`src/rtl/bs_pkg.sv`:
```
// shared types and constants for the bitonic sorter unit
`default_nettype none

package bs_pkg;

    // element width and default block length
    localparam int VALUE_W       = 32;
    localparam int SORT_SIZE_DEF = 16;

    typedef logic signed [VALUE_W-1:0] t_value;

    // operation that the controller applies to every cell in a cycle
    typedef enum logic [1:0] {
        CELL_HOLD,
        CELL_INSERT,
        CELL_SHIFT_DN,
        CELL_SHIFT_UP
    } t_cell_op;

    // control word broadcast along the cell row
    typedef struct packed {
        t_cell_op op;
        t_value   value;
    } t_cell_ctrl;

endpackage

`default_nettype wire

```
`src/rtl/bs_if.sv`:
```
// word channels of the sorter: input values and sorted output values
`default_nettype none

interface bs_in_if;
    logic            valid;
    logic            ready;
    bs_pkg::t_value  value;

    modport source (output valid, output value, input ready);
    modport sink   (input valid, input value, output ready);
endinterface

interface bs_out_if;
    logic            valid;
    logic            ready;
    bs_pkg::t_value  sorted_value;
    logic            last;

    modport source (output valid, output sorted_value, output last, input ready);
    modport sink   (input valid, input sorted_value, input last, output ready);
endinterface

`default_nettype wire

```
`src/rtl/bitonic_sorter_unit.sv`:
```
// top level of the block sorter: cell row plus load and emit control
//
// Usage: a block of SORT_SIZE signed 32-bit words enters on i_in, one word
// per accepted handshake. Each word is inserted into a row of cells that
// keeps the loaded words in ascending order, so the block is sorted when its
// last word arrives. The block then leaves on o_out, smallest first when
// sort_ascending was 1 at the final load and largest first otherwise; last
// marks the final word. The row shifts one place per delivered word.
// Latency: the first sorted word is valid the cycle after the final load.
// Throughput: one word per cycle in, then one per cycle out while the
// receiver is ready; the single row of cells serves one block at a time,
// so i_in.ready is low while a block drains. A stalled receiver holds the
// row and the current word.
// Reset (i_rst_n, synchronous) empties the row and sets sort_ascending to 1.
// i_cfg_we/i_cfg_wdata write sort_ascending; the write takes effect for the
// block whose final word is loaded after it.
`default_nettype none

module bitonic_sorter_unit #(
    parameter int SORT_SIZE = bs_pkg::SORT_SIZE_DEF
) (
    input  wire               i_clk,
    input  wire               i_rst_n,
    bs_in_if.sink             i_in,
    bs_out_if.source          o_out,
    input  wire               i_cfg_we,
    input  wire               i_cfg_wdata
);

    localparam int CW = $clog2(SORT_SIZE + 1);
    localparam logic [CW-1:0] LAST_IDX = CW'(SORT_SIZE - 1);

    typedef enum logic {
        ST_LOAD,
        ST_EMIT
    } t_state;

    t_state            r_state;
    logic [CW-1:0]     r_count;
    logic              r_asc;
    logic              r_dir;

    bs_pkg::t_cell_ctrl w_ctrl;
    logic               w_gt   [SORT_SIZE];
    bs_pkg::t_value     w_data [SORT_SIZE];

    logic w_in_acc;
    logic w_out_acc;

    assign w_in_acc  = i_in.valid && i_in.ready;
    assign w_out_acc = o_out.valid && o_out.ready;

    // channel outputs
    assign i_in.ready         = (r_state == ST_LOAD);
    assign o_out.valid        = (r_state == ST_EMIT);
    assign o_out.sorted_value = r_dir ? w_data[0] : w_data[SORT_SIZE-1];
    assign o_out.last         = (r_count == LAST_IDX);

    // operation broadcast to the row
    always_comb begin
        w_ctrl.value = i_in.value;
        w_ctrl.op    = bs_pkg::CELL_HOLD;
        if (w_in_acc) begin
            w_ctrl.op = bs_pkg::CELL_INSERT;
        end else if (w_out_acc) begin
            w_ctrl.op = r_dir ? bs_pkg::CELL_SHIFT_DN : bs_pkg::CELL_SHIFT_UP;
        end
    end

    // row of cells
    genvar gi;
    generate
        for (gi = 0; gi < SORT_SIZE; gi++) begin : g_cell
            logic           w_occ;
            logic           w_prev_gt;
            bs_pkg::t_value w_prev_data;
            bs_pkg::t_value w_next_data;

            assign w_occ = (CW'(gi) < r_count) && (r_state == ST_LOAD);

            if (gi == 0) begin : g_first
                assign w_prev_gt   = 1'b0;
                assign w_prev_data = '0;
            end else begin : g_mid
                assign w_prev_gt   = w_gt[gi-1];
                assign w_prev_data = w_data[gi-1];
            end

            if (gi == SORT_SIZE - 1) begin : g_last
                assign w_next_data = '0;
            end else begin : g_inner
                assign w_next_data = w_data[gi+1];
            end

            bs_cell u_cell (
                .i_clk       (i_clk),
                .i_ctrl      (w_ctrl),
                .i_occ       (w_occ),
                .i_prev_gt   (w_prev_gt),
                .i_prev_data (w_prev_data),
                .i_next_data (w_next_data),
                .o_gt        (w_gt[gi]),
                .o_data      (w_data[gi])
            );
        end
    endgenerate

    // load/emit sequencer, word count and direction
    always_ff @(posedge i_clk) begin
        if (!i_rst_n) begin
            r_state <= ST_LOAD;
            r_count <= '0;
            r_asc   <= 1'b1;
            r_dir   <= 1'b1;
        end else begin
            if (i_cfg_we) begin
                r_asc <= i_cfg_wdata;
            end
            unique case (r_state)
                ST_LOAD: begin
                    if (w_in_acc) begin
                        if (r_count == LAST_IDX) begin
                            r_state <= ST_EMIT;
                            r_count <= '0;
                            r_dir   <= r_asc;
                        end else begin
                            r_count <= r_count + CW'(1);
                        end
                    end
                end
                ST_EMIT: begin
                    if (w_out_acc) begin
                        if (r_count == LAST_IDX) begin
                            r_state <= ST_LOAD;
                            r_count <= '0;
                        end else begin
                            r_count <= r_count + CW'(1);
                        end
                    end
                end
                default: begin
                    r_state <= ST_LOAD;
                    r_count <= '0;
                end
            endcase
        end
    end

    // loading and draining never overlap
    a_no_overlap: assert property (@(posedge i_clk) disable iff (!i_rst_n)
        !(i_in.ready && o_out.valid))
        else $error("load and emit active together");

    // final load starts the drain at the first word
    a_load_to_emit: assert property (@(posedge i_clk) disable iff (!i_rst_n)
        (w_in_acc && r_count == LAST_IDX) |=> (o_out.valid && r_count == '0))
        else $error("drain did not start after final load");

    // last word delivered returns the row to loading
    a_emit_to_load: assert property (@(posedge i_clk) disable iff (!i_rst_n)
        (w_out_acc && o_out.last) |=> (i_in.ready && r_count == '0))
        else $error("row not reopened after final word");

    // direction is fixed for the whole drain
    a_dir_stable: assert property (@(posedge i_clk) disable iff (!i_rst_n)
        (o_out.valid && $past(o_out.valid)) |-> $stable(r_dir))
        else $error("sort direction changed during drain");

endmodule

`default_nettype wire

```
`src/rtl/bs_cell.sv`:
```
// one cell of the sorting row: holds one element, inserts or shifts with its neighbors
`default_nettype none

module bs_cell (
    input  wire                  i_clk,
    input  bs_pkg::t_cell_ctrl   i_ctrl,
    input  wire                  i_occ,
    input  wire                  i_prev_gt,
    input  bs_pkg::t_value       i_prev_data,
    input  bs_pkg::t_value       i_next_data,
    output logic                 o_gt,
    output bs_pkg::t_value       o_data
);

    bs_pkg::t_value r_data;
    bs_pkg::t_value n_data;

    // new word belongs before this cell's element (an empty cell always yields)
    assign o_gt   = !i_occ || (r_data > i_ctrl.value);
    assign o_data = r_data;

    // next element: insert opens a gap by taking the lower neighbor's element
    always_comb begin
        n_data = r_data;
        case (i_ctrl.op)
            bs_pkg::CELL_INSERT: begin
                if (o_gt) begin
                    n_data = i_prev_gt ? i_prev_data : i_ctrl.value;
                end
            end
            bs_pkg::CELL_SHIFT_DN: n_data = i_next_data;
            bs_pkg::CELL_SHIFT_UP: n_data = i_prev_data;
            default:               n_data = r_data;
        endcase
    end

    // element register
    always_ff @(posedge i_clk) begin
        r_data <= n_data;
    end

endmodule

`default_nettype wire

```
`src/flat_wrapper.sv`:
```
// flat-port wrapper written by rule: the top's interface ports become plain ports
module bitonic_sorter_unit_flat 
#(
    parameter int SORT_SIZE = bs_pkg::SORT_SIZE_DEF
)
  (i_clk, i_rst_n, i_cfg_we, i_cfg_wdata, i_in_valid, i_in_value, i_in_ready, o_out_valid, o_out_sorted_value, o_out_last, o_out_ready);
  bs_in_if i_in_i ();
  bs_out_if o_out_i ();
  input  wire i_clk;
  input  wire i_rst_n;
  input  wire i_cfg_we;
  input  wire i_cfg_wdata;
  input wire logic [$bits(i_in_i.valid)-1:0] i_in_valid;
  input wire logic [$bits(i_in_i.value)-1:0] i_in_value;
  output wire logic [$bits(i_in_i.ready)-1:0] i_in_ready;
  output wire logic [$bits(o_out_i.valid)-1:0] o_out_valid;
  output wire logic [$bits(o_out_i.sorted_value)-1:0] o_out_sorted_value;
  output wire logic [$bits(o_out_i.last)-1:0] o_out_last;
  input wire logic [$bits(o_out_i.ready)-1:0] o_out_ready;
  assign i_in_i.valid = i_in_valid;
  assign i_in_i.value = i_in_value;
  assign i_in_ready = i_in_i.ready;
  assign o_out_valid = o_out_i.valid;
  assign o_out_sorted_value = o_out_i.sorted_value;
  assign o_out_last = o_out_i.last;
  assign o_out_i.ready = o_out_ready;
  bitonic_sorter_unit #(.SORT_SIZE(SORT_SIZE)) u_core (.i_clk(i_clk), .i_rst_n(i_rst_n), .i_in(i_in_i), .o_out(o_out_i), .i_cfg_we(i_cfg_we), .i_cfg_wdata(i_cfg_wdata));
endmodule
```
`config.mk`:
```
export PLATFORM = sky130hd
export DESIGN_NAME = bitonic_sorter_unit_flat
export DESIGN_NICKNAME = d
export VERILOG_FILES = /design/src/rtl/bs_pkg.sv /design/src/rtl/bs_if.sv /design/src/rtl/bitonic_sorter_unit.sv /design/src/rtl/bs_cell.sv /design/src/flat_wrapper.sv
export SDC_FILE = /design/constraint.sdc
export NUM_CORES = 2
export LEC_CHECK = 0
export BUFFER_PORTS_ARGS = -buffer_cell sky130_fd_sc_hd__buf_4
export CAP_MARGIN = 10
export CORE_MARGIN = 2
export CORE_UTILIZATION = 55
export DETAILED_ROUTE_END_ITERATION = 10
export GPL_TIMING_DRIVEN = 0
export HOLD_SLACK_MARGIN = 0.03
export PLACE_DENSITY = 0.72
export SETUP_SLACK_MARGIN = 0.15
export SKIP_LAST_GASP = 1
export SLEW_MARGIN = 5
export SYNTH_ARGS = -nofsm -noshare
export SYNTH_HDL_FRONTEND = slang
export SYNTH_SLANG_ARGS = --single-unit
```
`constraint.sdc`:
```
create_clock -name i_clk -period 11.9 [get_ports i_clk]
set_input_delay 1.785 -clock i_clk [delete_from_list [all_inputs] [get_ports i_clk]]
set_output_delay 1.785 -clock i_clk [all_outputs]
set_load 0.01 [all_outputs]
```
# After elaboration in Yosys (flattened, before gate mapping)
# Index checks and enable logic that the tools add are counted.
# totals
register_bits	520
romBits	0
output_inout_bits	35
latchBits	0
ram_bits	0
word_cells	205
memories	0
# classes
n_reduce_logical	69
div_mod_pow	0
bitwise_logic	1
mux	60
n_mul	0
shift	0
eq_ne	22
add_sub_neg	1
n_lt_le_gt_ge	32
# op_table
cell	n
$pmux 32 s3	16
$mux 32	32
$gt 32x32->1	16
$lt 4x5->1 const A	8
$ne 2x2->1 const B	18
$reduce_and 2->1	17
$lt 3x5->1 const A	4
$logic_and 1x1->1	18
$logic_not 1->1	16
$logic_or 1x1->1	16
$mux 5	3
$lt 1x5->1 const A	2
$lt 2x5->1 const A	2
$pmux 5 s2	1
$add 5x1->5 const B	1
$eq 5x4->1 const B	1
$mux 1	5
$eq 2x2->1 const B	2
$mux 2	2
$reduce_and 3->1	1
$reduce_bool 3->1	1
$eq 2x1->1 const B	1
$pmux 1 s2	1
$not 1->1	1

# Logic depth before layout (Yosys ltp)
# depth
ltp_word	7
ltp_mapped	13
ltp_nobuf	10

# By module
# From an unflattened synthesis, not the netlist that was laid out.
# unflattened
cells_unflattened	4922
hier_area_um2	45557.4
# by_module_without_submodules
mod	cells_each	area_each_um2	n_inst
bs_cell	300	2786.4	16
bitonic_sorter_unit	122	974.7	1

# Worst setup path before layout
# OpenSTA, ideal clock, no wires.
# synth_timing
path_type	input to register
start	input i_in_value[14]
end	register u_core.g_cell[3].u_cell.r_data[0], enable pin
slack_ps	5766
required_time_ps	11468
t_arrival_ps	5702
setup_time_ps	432
cell_stages	11
path_cell_list	clkbuf_1 -> inv_1 -> ha_1 -> nand4_1 -> or4_1 -> a21o_1 -> a311oi_1 -> o22ai_1 -> nor2_1 -> nor2_1 -> a21oi_1
# synth_via
elab_chain_cells	4
# synth_lines
item	line_no	rtl
start: declaration	flat_wrapper.sv:14	input wire logic [$bits(i_in_i.value)-1:0] i_in_value;
$gt 32x32->1	bs_cell.sv:19	assign o_gt = !i_occ || (r_data > i_ctrl.value);
$logic_or 1x1->1	bs_cell.sv:19	
$ne 2x2->1 (no source line)	--	
$reduce_and 2->1 (no source line)	--	
end signal: assignment	bs_cell.sv:39	r_data <= n_data;
end: declaration	bs_cell.sv:15	bs_pkg::t_value r_data;
# Every way passes these cells.
# A chain may end at the register's enable or synchronous reset.

# Final worst setup path
# layout_timing
start	input i_in_value[27]
end	register u_core.g_cell[5].u_cell.r_data[24], enable pin
# layout_via
elab_chain_cells	4
# layout_lines
item	line_no
$gt 32x32->1	bs_cell.sv:19
$logic_or 1x1->1	bs_cell.sv:19
$ne 2x2->1 (no source line)	--
$reduce_and 2->1 (no source line)	--
end signal: assignment	bs_cell.sv:39
end: declaration	bs_cell.sv:15
# Every way passes these cells.

==> impl_metrics.csv <==
group,metric,value,unit
synthesis,syn_nets,4224,
run_status,violations,"slew limit",
synthesis,ys_seq_area_frac,0.422,
setup_path,crit_family,"buffers and inverters",
floorplan,io_pins,73,
cts,cts_buffers,58,
cts,cts_tree,"yes",
synthesis,synth_edf_count,512,
timing,period_share,0.603,
timing,slew_headroom,-0.0345,
global_routing,grt_start_max_net_pins,33,
cts,hold_buffers,0,
timing,fin_setup_tns,0,ns
layout,fin_cells,4728,
synthesis,ys.flop_type,"edfxtp_1",
global_routing,use_met1,0.507,
layout,drive_gt1_frac,0.0831,
drt,drt_iter0_markers,5394,
global_routing,top_usage_layer,"met2",
cts,postCtsSetupBuffers,0,
placed_design,gp_congestion,1.02,
synthesis,yosys.area.top_type,"edfxtp_1",
global_routing,antenna_found_initial,3,
floorplan,fp-row-count,94,
synthesis,synthCells,3673,
synthesis,synth-async-reset-ratio,0,
timing,finalWorstSetupSlack,4.72,ns
global_routing,grt_overflow,0,
timing,fin_crit,7.18,ns
synthesis,ys_ff_latch,520,
global_routing,met3_usage,0.0753,
cts,htreeDepth,2,
synthesis,yosysUniqueCellTypes,67,
cts,root_buffer,"clkbuf_16",
drt,dr.pass1.iters,6,
cts,clkSlewWorstSetupHoldPaths,0.06,ns
power,p_sw_frac,0.287,
floorplan,die_w,263,um
synthesis,synth_top_area_share,0.417,
layout,syn_to_final_growth,10.8,%
timing,setup_violations,0,
power,ir_worst_vdd,0.116,mV
floorplan,die_h,263,um
synthesis,synth.cell_area,36800,um^2
power,clkPwrFrac,0.381,
power,power_leakage,0.0159,uW
setup_path,worstPathCellList,"buf_4, clkbuf_1, inv_1, ha_1, nand4_1, nor4_1, nor2b_1, a22oi_1, a22oi_1, clkbuf_1, buf_1, and2_2",
setup_path,slowest_delay,0.83,ns
drt,wl,137,mm
job,drv_cap,0,
power,switchingPower,1460,uW
layout,nets,4366,
setup_path,crit_type,"in2reg",
setup_path,cp_max_fo,32,
floorplan,start_util,0.557,
placed_design,place_inst,4618,
timing,rsz0062_at_grt,"false",
floorplan,fp.coreArea,66100,um^2
run_status,status,"complete, but fails checks",
setup_path,crit_path_top_delay_cell,"and2_2",
min_path,min_path_type,"reg2reg",
cts,clock_path_buffers,3,
cts,cts_resized,0,
floorplan,die_area,69100,um^2
synthesis,synthTopCellsByArea,"edfxtp_1, ha_1, a21oi_1",
timing,drv_slew,10,
setup_path,end_kind,"flop",
power,sequentialPowerShare,0.454,
drt,ant_nets,0,
drt,via_count,33300,
cts,clock-sinks,520,
placed_design,portBuffers,72,
setup_path,crit_buf_inv,5,
global_routing,grt_pass1_vias,31500,
drt,drc,0,
synthesis,synth_warnings,0,
global_routing,grtUsageTotal,0.385,
global_routing,met2_usage,0.596,
drt,viasPerCell,7.04,
drt,avgRoutedWirePerCell,29.0,um
cts,clk-insertion-delay-late,0.66,ns
global_routing,grt_pass1_wl,198,mm
setup_path,crit_arrival,7.44,ns
placed_design,post-place-ws,4.40,ns
setup_path,cp.required,12.16,ns
power,intPower,3640,uW
placed_design,hpwl,111,mm
timing,fmax,139,MHz
layout,fill_cells,5539,
setup_path,start_kind,"input port",
placed_design,place_area,38800,um^2
layout,final_cell_area,40800,um^2
timing,hold_viol,0,
synthesis,syn-mean-instance-area,10.0,um^2
power,powerDensity,125,nW/um^2
timing,fin_skew,0.0269,ns
timing,tightest_slew,1.55,ns
power,comb_power_share,0.166,
cells in the mapped netlist, types with 35 or more instances:
cell / number
ha_1: 513
edfxtp_1: 512
a21oi_1: 462
nor2_1: 374
o22ai_1: 197
clkbuf_1: 193
nand2_1: 156
inv_1: 132
nand4_1: 111
o21ai_0: 110
o32ai_1: 97
nand3_1: 73
o21a_1: 68
o22a_1: 62
a21o_1: 61
nor3_1: 55
a211oi_1: 42
a221oi_1: 41
nand2b_1: 41
mux2i_1: 35
worst register-to-register path, stage by stage (launching register included):
cell and delay (ns):
edfxtp_1 0.43, ha_1 0.43, nand4_1 0.26, nor4_1 0.80, nor2b_1 0.22, a22oi_1 0.12
a22oi_1 0.33, clkbuf_1 0.50, buf_1 0.58, and2_2 0.83
final cells by class:
cell class,instances,area (um^2),area share
clock inverter,35,434,0.0106
clock buffer,73,1550,0.0379
inverter,132,495,0.0121
multi-input combinational,2773,19900,0.488
tap,864,1080,0.0265
buffer,248,1000,0.0245
antenna,1,2.50,0.0000613
timing repair buffer,82,803,0.0197
sequential,520,15500,0.380
registers in the layout, summed over array words and instances, names as in the netlist:
signal / cells
u_core.g_cell.u_cell.o_data: 512
u_core.r_count: 5
u_core.o_out.valid: 1
u_core.r_asc: 1
u_core.r_dir: 1
routing by layer:
metal  routed length, um  up-vias
li1                    -    14700
met1               51000    15800
met2               60100     2363
met3               17200      417
met4                8800        2
met5                  13        -
power groups by stage:
stage | Clock, uW | Combinational (uW) | Sequential (uW)
after floorplan | 0 | 543 | 2280
after CTS | 1930 | 819 | 2300
after global routing | 1990 | 924 | 2320
final | 1940 | 845 | 2310
after detailed placement | 0 | 811 | 2340
after global placement | 0 | 768 | 2340
path summary, 6_finish.rpt:
| path | cells past startpoint | end | startpoint | slack [ns] |
|---|---|---|---|---|
| hold / removal | 2 | u_core.g_cell[0].u_cell.o_data[0]$_DFFE_PP_ | u_core.g_cell[1].u_cell.o_data[0]$_DFFE_PP_ | 0.59 |
| setup reg to reg | 9 | u_core.g_cell[5].u_cell.o_data[24]$_DFFE_PP_ | u_core.g_cell[5].u_cell.o_data[31]$_DFFE_PP_ | 7.02 |
| setup / recovery | 12 | u_core.g_cell[5].u_cell.o_data[24]$_DFFE_PP_ | i_in_value[27] | 4.72 |
| hold reg to reg | 2 | u_core.g_cell[0].u_cell.o_data[0]$_DFFE_PP_ | u_core.g_cell[1].u_cell.o_data[0]$_DFFE_PP_ | 0.59 |
per-stage QoR:
| stage | total power, uW | util | hold slack, ns |
|---|---|---|---|
| floorplan | 2830 | - | 0.440 |
| CTS | 5050 | 0.618 | 0.587 |
| detailed placement | 3150 | 0.588 | 0.572 |
| global placement | 3110 | 0.582 | 0.561 |
| global route | 5240 | 0.618 | 0.635 |
| finish | 5100 | 0.618 | 0.590 |
layout by cell type (no fill, tap or decap), drive strengths merged, types with 7 or more instances in the layout:
cell type / instances
ha: 513
edfxtp: 512
a21oi: 490
nor2: 374
clkbuf: 266
o22ai: 197
nand2: 156
buf: 137
inv: 134
o21ai: 112
nand4: 111
o32ai: 97
nand3: 73
o21a: 68
o22a: 62
a21o: 61
nor3: 55
a211oi: 43
nand2b: 41
a221oi: 41
mux2i: 35
o221a: 32
mux2: 31
nor2b: 25
nor4: 23
clkinv: 22
o211ai: 16
a31oi: 16
and2: 13
bufinv: 10
a221o: 9
a22oi: 9
dfxtp: 8
a2111oi: 7
cells by family (layout without fill, tap and decap cells):
kind of cell,count (synthesis),count (layout),synth area share
AOI/OAI and AO/OA,1297,1297,0.232
DFF,520,520,0.422
muxes,66,66,0.0190
and+or+nand+nor,895,895,0.112
adders and majority gates,513,513,0.174
xor gates and xnor gates,2,2,0.000476
other,0,1,0
buffers and inverters,380,570,0.0406
(Power assumes the default switching activity.)
